--- src/hw/rtl/lrupr_pkg.sv ---
// Shared types and constants for the LRU page replacement stack.
`timescale 1ns / 1ps
package lrupr_pkg;

  localparam int unsigned FramesDefault   = 64;
  localparam int unsigned PageBitsDefault = 16;
  localparam int unsigned PageFieldW      = 16;
  localparam int unsigned FramesCfgW      = 7;
  localparam int unsigned FramesCfgReset  = 64;

  // Control part of a reference beat as it walks down the cell row.
  typedef struct packed {
    logic valid;   // a reference occupies this stage
    logic hit;     // page already found in an earlier cell
    logic cvalid;  // valid bit of the entry being shifted down
  } tok_ctrl_t;

endpackage

--- src/hw/rtl/lrupr_cell.sv ---
// One cell of the recency stack: holds an entry and shifts it along as a reference passes.
`timescale 1ns / 1ps
module lrupr_cell import lrupr_pkg::*; #(
  parameter int unsigned IDX       = 0,
  parameter int unsigned PAGE_BITS = PageBitsDefault,
  parameter int unsigned IW        = 6
) (
  input  logic                 clk_i,
  input  logic                 rst_ni,
  input  logic                 en_i,
  input  logic [IW-1:0]        lim_m1_i,
  input  tok_ctrl_t            tok_i,
  input  logic [PAGE_BITS-1:0] page_i,
  input  logic [PAGE_BITS-1:0] carry_i,
  output tok_ctrl_t            tok_o,
  output logic [PAGE_BITS-1:0] page_o,
  output logic [PAGE_BITS-1:0] carry_o,
  output logic                 slot_valid_o
);

  localparam logic [IW-1:0] IdxL = IW'(IDX);

  logic [PAGE_BITS-1:0] entry_q, entry_d;
  logic                 valid_q, valid_d;
  tok_ctrl_t            tok_q, tok_d;
  logic [PAGE_BITS-1:0] page_q, carry_q, carry_d;
  logic                 in_range, match;

  assign in_range = (IdxL <= lim_m1_i);
  assign match    = valid_q && (entry_q == page_i);

  always_comb begin
    tok_d   = tok_i;
    carry_d = carry_i;
    entry_d = entry_q;
    valid_d = valid_q;
    if (tok_i.valid && !tok_i.hit) begin
      if (in_range) begin
        // swap: take the entry from above, hand ours further down
        entry_d      = carry_i;
        valid_d      = tok_i.cvalid;
        carry_d      = entry_q;
        tok_d.cvalid = valid_q;
        tok_d.hit    = match;
      end else begin
        // miss past the frame limit: drop whatever lies here
        valid_d = 1'b0;
      end
    end
  end

  always_ff @(posedge clk_i or negedge rst_ni) begin
    if (!rst_ni) begin
      valid_q <= 1'b0;
      tok_q   <= '0;
    end else if (en_i) begin
      valid_q <= valid_d;
      tok_q   <= tok_d;
    end
  end

  always_ff @(posedge clk_i) begin
    if (en_i) begin
      entry_q <= entry_d;
      page_q  <= page_i;
      carry_q <= carry_d;
    end
  end

  assign tok_o        = tok_q;
  assign page_o       = page_q;
  assign carry_o      = carry_q;
  assign slot_valid_o = valid_q;

endmodule

--- src/hw/rtl/lru_page_replacement.sv ---
// Top level of the LRU page replacement stack: cell row, frame limit and output register.
// Usage:
//   s_axis carries page references (tdata = page_number). Each reference
//   produces exactly one beat on m_axis: tdata = the page number, tuser = fault
//   flag (1 when the page was not resident).
//   A reference walks down a row of FRAMES compare-and-shift cells, each
//   registered, then lands in an output register. References enter one per
//   cycle while the receiver does not stall, since each cell finishes with
//   one reference before the next one reaches it.
//   cfg_we_i / cfg_wdata_i set the number of frames in use (0 acts as 1,
//   values above FRAMES saturate); write only while no reference is in flight.
//   Reset empties the stack and sets the frame count to 64 (or FRAMES if
//   smaller). No clearing pass is needed, valid bits are flops.
//   When the receiver stalls with a beat held in the output register, the
//   whole cell row freezes and s_axis_tready drops in the same cycle.
`timescale 1ns / 1ps
module lru_page_replacement import lrupr_pkg::*; #(
  parameter int unsigned FRAMES    = FramesDefault,
  parameter int unsigned PAGE_BITS = PageBitsDefault
) (
  input  logic                  clk_i,
  input  logic                  rst_ni,
  input  logic                  cfg_we_i,
  input  logic [FramesCfgW-1:0] cfg_wdata_i,   // frames_in_use
  input  logic                  s_axis_tvalid,
  output logic                  s_axis_tready,
  input  logic [PageFieldW-1:0] s_axis_tdata,  // [15:0] page_number
  output logic                  m_axis_tvalid,
  input  logic                  m_axis_tready,
  output logic [PageFieldW-1:0] m_axis_tdata,  // [15:0] page_echo
  output logic                  m_axis_tuser   // [0] page_fault
);

  localparam int unsigned IW        = (FRAMES > 1) ? $clog2(FRAMES) : 1;
  localparam int unsigned LimReset  = (FramesCfgReset < FRAMES) ? FramesCfgReset : FRAMES;

  logic [IW-1:0]        lim_m1_q, lim_m1_d;
  int unsigned          cfg_n;
  logic                 adv;
  logic                 out_valid_q;
  logic [PAGE_BITS-1:0] out_page_q;
  logic                 out_fault_q;
  logic [31:0]          in_wide, out_wide;
  logic [FRAMES-1:0]    slot_vld;

  tok_ctrl_t            tok   [FRAMES+1];
  logic [PAGE_BITS-1:0] page_c  [FRAMES+1];
  logic [PAGE_BITS-1:0] carry_c [FRAMES+1];

  // frame limit, clamped to 1..FRAMES and kept as limit - 1
  always_comb begin
    cfg_n = 32'(cfg_wdata_i);
    if (cfg_n == 0) cfg_n = 1;
    if (cfg_n > FRAMES) cfg_n = FRAMES;
    lim_m1_d = IW'(cfg_n - 1);
  end

  always_ff @(posedge clk_i or negedge rst_ni) begin
    if (!rst_ni) begin
      lim_m1_q <= IW'(LimReset - 1);
    end else if (cfg_we_i) begin
      lim_m1_q <= lim_m1_d;
    end
  end

  assign adv           = !out_valid_q || m_axis_tready;
  assign s_axis_tready = adv;

  assign in_wide    = 32'(s_axis_tdata);
  assign page_c[0]  = in_wide[PAGE_BITS-1:0];
  assign carry_c[0] = in_wide[PAGE_BITS-1:0];
  always_comb begin
    tok[0]        = '0;
    tok[0].valid  = s_axis_tvalid;
    tok[0].cvalid = 1'b1;
  end

  for (genvar i = 0; i < FRAMES; i++) begin : g_cell
    lrupr_cell #(
      .IDX       (i),
      .PAGE_BITS (PAGE_BITS),
      .IW        (IW)
    ) u_cell (
      .clk_i        (clk_i),
      .rst_ni       (rst_ni),
      .en_i         (adv),
      .lim_m1_i     (lim_m1_q),
      .tok_i        (tok[i]),
      .page_i       (page_c[i]),
      .carry_i      (carry_c[i]),
      .tok_o        (tok[i+1]),
      .page_o       (page_c[i+1]),
      .carry_o      (carry_c[i+1]),
      .slot_valid_o (slot_vld[i])
    );
  end

  always_ff @(posedge clk_i or negedge rst_ni) begin
    if (!rst_ni) begin
      out_valid_q <= 1'b0;
    end else if (adv) begin
      out_valid_q <= tok[FRAMES].valid;
    end
  end

  always_ff @(posedge clk_i) begin
    if (adv) begin
      out_page_q  <= page_c[FRAMES];
      out_fault_q <= !tok[FRAMES].hit;
    end
  end

  assign out_wide      = 32'(out_page_q);
  assign m_axis_tvalid = out_valid_q;
  assign m_axis_tdata  = out_wide[PageFieldW-1:0];
  assign m_axis_tuser  = out_fault_q;

  // a stalled output beat holds its value
  a_out_hold: assert property (@(posedge clk_i) disable iff (!rst_ni)
    (m_axis_tvalid && !m_axis_tready) |=>
      (m_axis_tvalid && $stable(m_axis_tdata) && $stable(m_axis_tuser)))
    else $error("output beat changed while stalled");

  // an accepted beat always leaves the front cell occupied
  a_front_filled: assert property (@(posedge clk_i) disable iff (!rst_ni)
    (s_axis_tvalid && s_axis_tready) |=> slot_vld[0])
    else $error("front cell empty after a reference");

  // a frozen row must not lose the beat waiting at its end
  a_stall_hold: assert property (@(posedge clk_i) disable iff (!rst_ni)
    (!adv && tok[FRAMES].valid) |=> tok[FRAMES].valid)
    else $error("beat at end of row dropped during stall");

endmodule

--- config.mk ---
export PLATFORM = sky130hd
export DESIGN_NAME = lru_page_replacement
export DESIGN_NICKNAME = d
export VERILOG_FILES = /design/src/hw/rtl/lrupr_pkg.sv /design/src/hw/rtl/lrupr_cell.sv /design/src/hw/rtl/lru_page_replacement.sv
export SDC_FILE = /design/constraint.sdc
export NUM_CORES = 2
export LEC_CHECK = 0
export ABC_CLOCK_PERIOD_IN_PS = 97500
export BUFFER_PORTS_ARGS = -buffer_cell sky130_fd_sc_hd__clkbuf_2
export CORE_UTILIZATION = 36
export DETAILED_ROUTE_END_ITERATION = 10
export GPL_TIMING_DRIVEN = 0
export PLACE_DENSITY = 0.6
export SYNTH_ARGS = -nofsm -noshare
export SYNTH_HDL_FRONTEND = slang
export SYNTH_SLANG_ARGS = --single-unit
export TNS_END_PERCENT = 5
--- constraint.sdc ---
create_clock -name clk_i -period 97.5 [get_ports clk_i]
set_input_delay 19.5 -clock clk_i [delete_from_list [all_inputs] [get_ports clk_i]]
set_output_delay 19.5 -clock clk_i [all_outputs]
set_load 0.02 [all_outputs]
==> key figures <==
STA
  • Worst clock skew: 81.6 ps
  • RSZ-0062 raised after global routing: false
  • Fin. Hold Viols: 0
  • Worst Max-Slew Pin Slew: 1460 ps
  • Final setup viols: 0
  • Worst slew margin: 0.0280
  • Final period util: 0.452
  • Final TNS setup: 0 ps
  • Slew Viols, Final: 0
  • Fmax: 22.7 MHz
  • Crit path time final: 44120 ps

Worst setup path
  • Setup crit start: m_axis_tready
  • CP max stage cell: buf_2
  • WP data arrival: 24620 ps
  • R2R Setup Slk: between 90000 and 100000 ps
  • Worst-path cell chain: clkbuf_2, nor2b_1, inv_1, buf_2, clkbuf_1, clkbuf_4, buf_16, buf_16, buf_16, buf_16, buf_16, buf_16, clkbuf_2
  • Reg2Reg Depth: 11
  • Buffers & Inverters on Critical Path: 12
  • Critical R2R Launch: m_axis_tvalid
  • Worst Path Required: 78000 ps
  • Worst r2r dst: g_cell[63].u_cell.page_o[14]
  • Maximum fanout along the worst path: 65
  • Worst Setup EP: s_axis_tready
  • Crit Path Class: primary input to output pin
  • Stages on the worst setup path: 13
  • Most frequent CP cell: buf_16
  • Crit. End Element: output pin
  • Worst path max stage delay: 800 ps
  • Delay-heaviest family, CP: buffers and inverters
  • Startpoint types: primary input

Global routing
  • Total GRT Usage: 0.151
  • First-pass GRT wire length: 408000 um
  • Largest net degree at the start of global routing: 100
  • Initial antenna violation count: 18
  • Vias in the first global route: 62400
  • Congestion Overflow GR: 0

Logic synthesis
  • Post-synthesis register bit count: 3335
  • Synth top area share: 0.721
  • Top_reg_cell synth: edfxtp_1
  • Post-synth ARST share: 0.0786
  • Synthesized area: 128000 um^2
  • Most common cell in the netlist: edfxtp_1
  • Synthesized area per cell: 18.7 um^2
  • Yosys cell types: 77
  • Synth top area cells: edfxtp_1 (72%), mux2_2 (8.9%), dfrtp_1 (5.0%)
  • Syn Inst Count: 6862
  • Post-synth top area cell: edfxtp_1
  • Yosys warns: 0
  • Post-synth EDFFs: roughly 3000
  • Syn nets: about 6900
  • Seq/Total Area, Yosys: 0.772
  • Synth top cells by count: edfxtp_1 (3073), mux2_2 (1009), xor2_1 (614)

CTS
  • Clk_lat worst skew: approximately 930 ps
  • TritonCTS Sinks: about 3300
  • Count of hold-fix buffers inserted at cts: 0
  • Post_cts resized: 0
  • Post-CTS Setup Repair Bufs: 0
  • Htree depth: 5
  • CTS tree: done
  • Cts bufs inserted: between 300 and 400
  • CTS clk-pin slew, worst paths: approximately 60 ps
  • Root Buffer: clkbuf_16
  • Clock buffer depth: 4

Floorplanning
  • Die Wd: 598 um
  • Die height: 598 um
  • I/O pin count: 47
  • Area of the core: approximately 350000 um^2
  • # rows: 218
  • Die area: 358000 um^2
  • Starting Density: 0.362

Drt
  • Per-cell routed wire length: between 20 and 25 um
  • Drt first pass iters: 5
  • Wirelength, routed: 275000 um
  • DRC: 0
  • Via count: 59900
  • Antenna-violating nets left: 0
  • Via density: 4.87
  • Starting DRT DRC Count: 5482

Pwr
  • Leakage power: 51.5 nW
  • VDD IR max: roughly 0.000016 V
  • Pwr Density: 25.9 nW/um^2

Hold path
  • Tightest Hold Check Type: flop to flop

Place
  • RD Place Congestion: 0.838
  • Dpl cells: 11700
  • Detail Placement HPWL: 193000 um
  • Input/output buffers: 45

Status
  • Status: finished clean

Cells and area
  • Final core utilization: 0.414
  • Seq. cell area: between 90000 and 100000 um^2
  • Finished Layout Cells: 12300
  • Fill cell count: 31000
  • Layout Area Growth over Synthesis: 14.3%
  • Nets: 7332
  • Layout cells sized above 1: 0.235
  • Area of the multi-input gates: 28300 um^2

Job
  • Max Cap Violations: 0
==> cell families (layout without fill, tap and decap cells) <==
family                     count (synthesis)  count (layout)  synth area share
DFF                                     3335            3335             0.772
muxes                                   1110            1110            0.0966
AOI/OAI and AO/OA                        293             293            0.0152
buffers and inverters                    175             883           0.00786
other                                      0               5                 0
xor gates and xnor gates                1025            1025            0.0701
and+or+nand+nor                          923             923            0.0381
adders and majority gates                  1               1         0.0000977
==> registers in the layout (all words and copies together), names as in the netlist <==
name	cells
g_cell.u_cell.tok_o	191
m_axis_tdata	16
g_cell.u_cell.slot_valid_o	64
m_axis_tuser	1
m_axis_tvalid	1
lim_m1_q	6
g_cell.u_cell.entry_q	1024
g_cell.u_cell.carry_o	1008
g_cell.u_cell.page_o	1024
==> power breakdown <==
part / switching, mW / internal (mW)
clock network: 0.541 / 0.737
logic: 0.180 / 0.194
registers: 0.190 / 1.94
==> layout make-up <==
type                       count  share of cell area
clock inverter               181              0.0129
inverter                      11            0.000282
clock buffer                 425              0.0611
tap                         4730              0.0404
multi-input combinational   3352               0.193
timing repair buffer         102              0.0100
sequential                  3335               0.675
antenna                        5           0.0000855
buffer                       164             0.00674
==> how the worst min path moves through the flow <==
| stage | from | end | slack [ps] | cells past startpoint |
|---|---|---|---|---|
| floorplan | g_cell[62].u_cell.carry_o[0] | g_cell[63].u_cell.entry_q[0] | 400 | 0 |
| global placement | g_cell[62].u_cell.carry_o[12] | g_cell[63].u_cell.entry_q[12] | 400 | 0 |
| detailed placement | g_cell[62].u_cell.carry_o[5] | g_cell[63].u_cell.entry_q[5] | 400 | 0 |
| CTS | g_cell[8].u_cell.carry_o[11] | g_cell[9].u_cell.entry_q[11] | 390 | 0 |
| global route | g_cell[8].u_cell.carry_o[11] | g_cell[9].u_cell.entry_q[11] | 410 | 0 |
| finish | g_cell[7].u_cell.carry_o[14] | g_cell[8].u_cell.entry_q[14] | 390 | 0 |
==> cell usage in the layout (no fill, tap or decap), types with 34 or more instances in the layout <==
cell,synthesis,final
nor4_1,152,151
buf_2,63,66
nand4_1,118,118
clkbuf_2,0,55
and2_1,38,38
clkbuf_16,0,341
mux2i_1,101,101
nor2_1,85,70
nand2_1,308,308
a22o_1,52,52
buf_16,0,34
clkinv_2,0,57
edfxtp_1,3073,3073
o21ai_0,135,135
xnor2_1,411,411
clkinv_1,0,64
xor2_1,614,614
dfrtp_1,256,256
clkbuf_1,45,109
nand3_1,59,59
nor3_1,44,37
mux2_2,1009,1009
==> layer usage <==
layer | global-route usage | routed length, um | up-vias
met5 | 0 | 40 | -
met2 | 0.252 | 133000 | 1584
li1 | - | - | 27200
met1 | 0.202 | 117000 | 30700
met4 | 0.0460 | 8070 | 6
met3 | 0.0254 | 16400 | 459
==> stage by stage <==
| step | cell area [um^2] | hold slack, ps | worst slack, ps | total power, mW |
|---|---|---|---|---|
| 6_report | 146000 | 395 | 53380 | 3.79 |
| 4_1_cts | 146000 | 391 | 53370 | 3.82 |
| 5_1_grt | 146000 | 407 | 53190 | 3.92 |
| 2_1_floorplan | 128000 | 400 | 2650 | 2.34 |
| 3_5_place_dp | 136000 | 405 | 53370 | 2.53 |
| 3_3_place_gp | 134000 | 402 | -29910 | 2.52 |
Note: power is estimated with default switching activity, not from simulation.
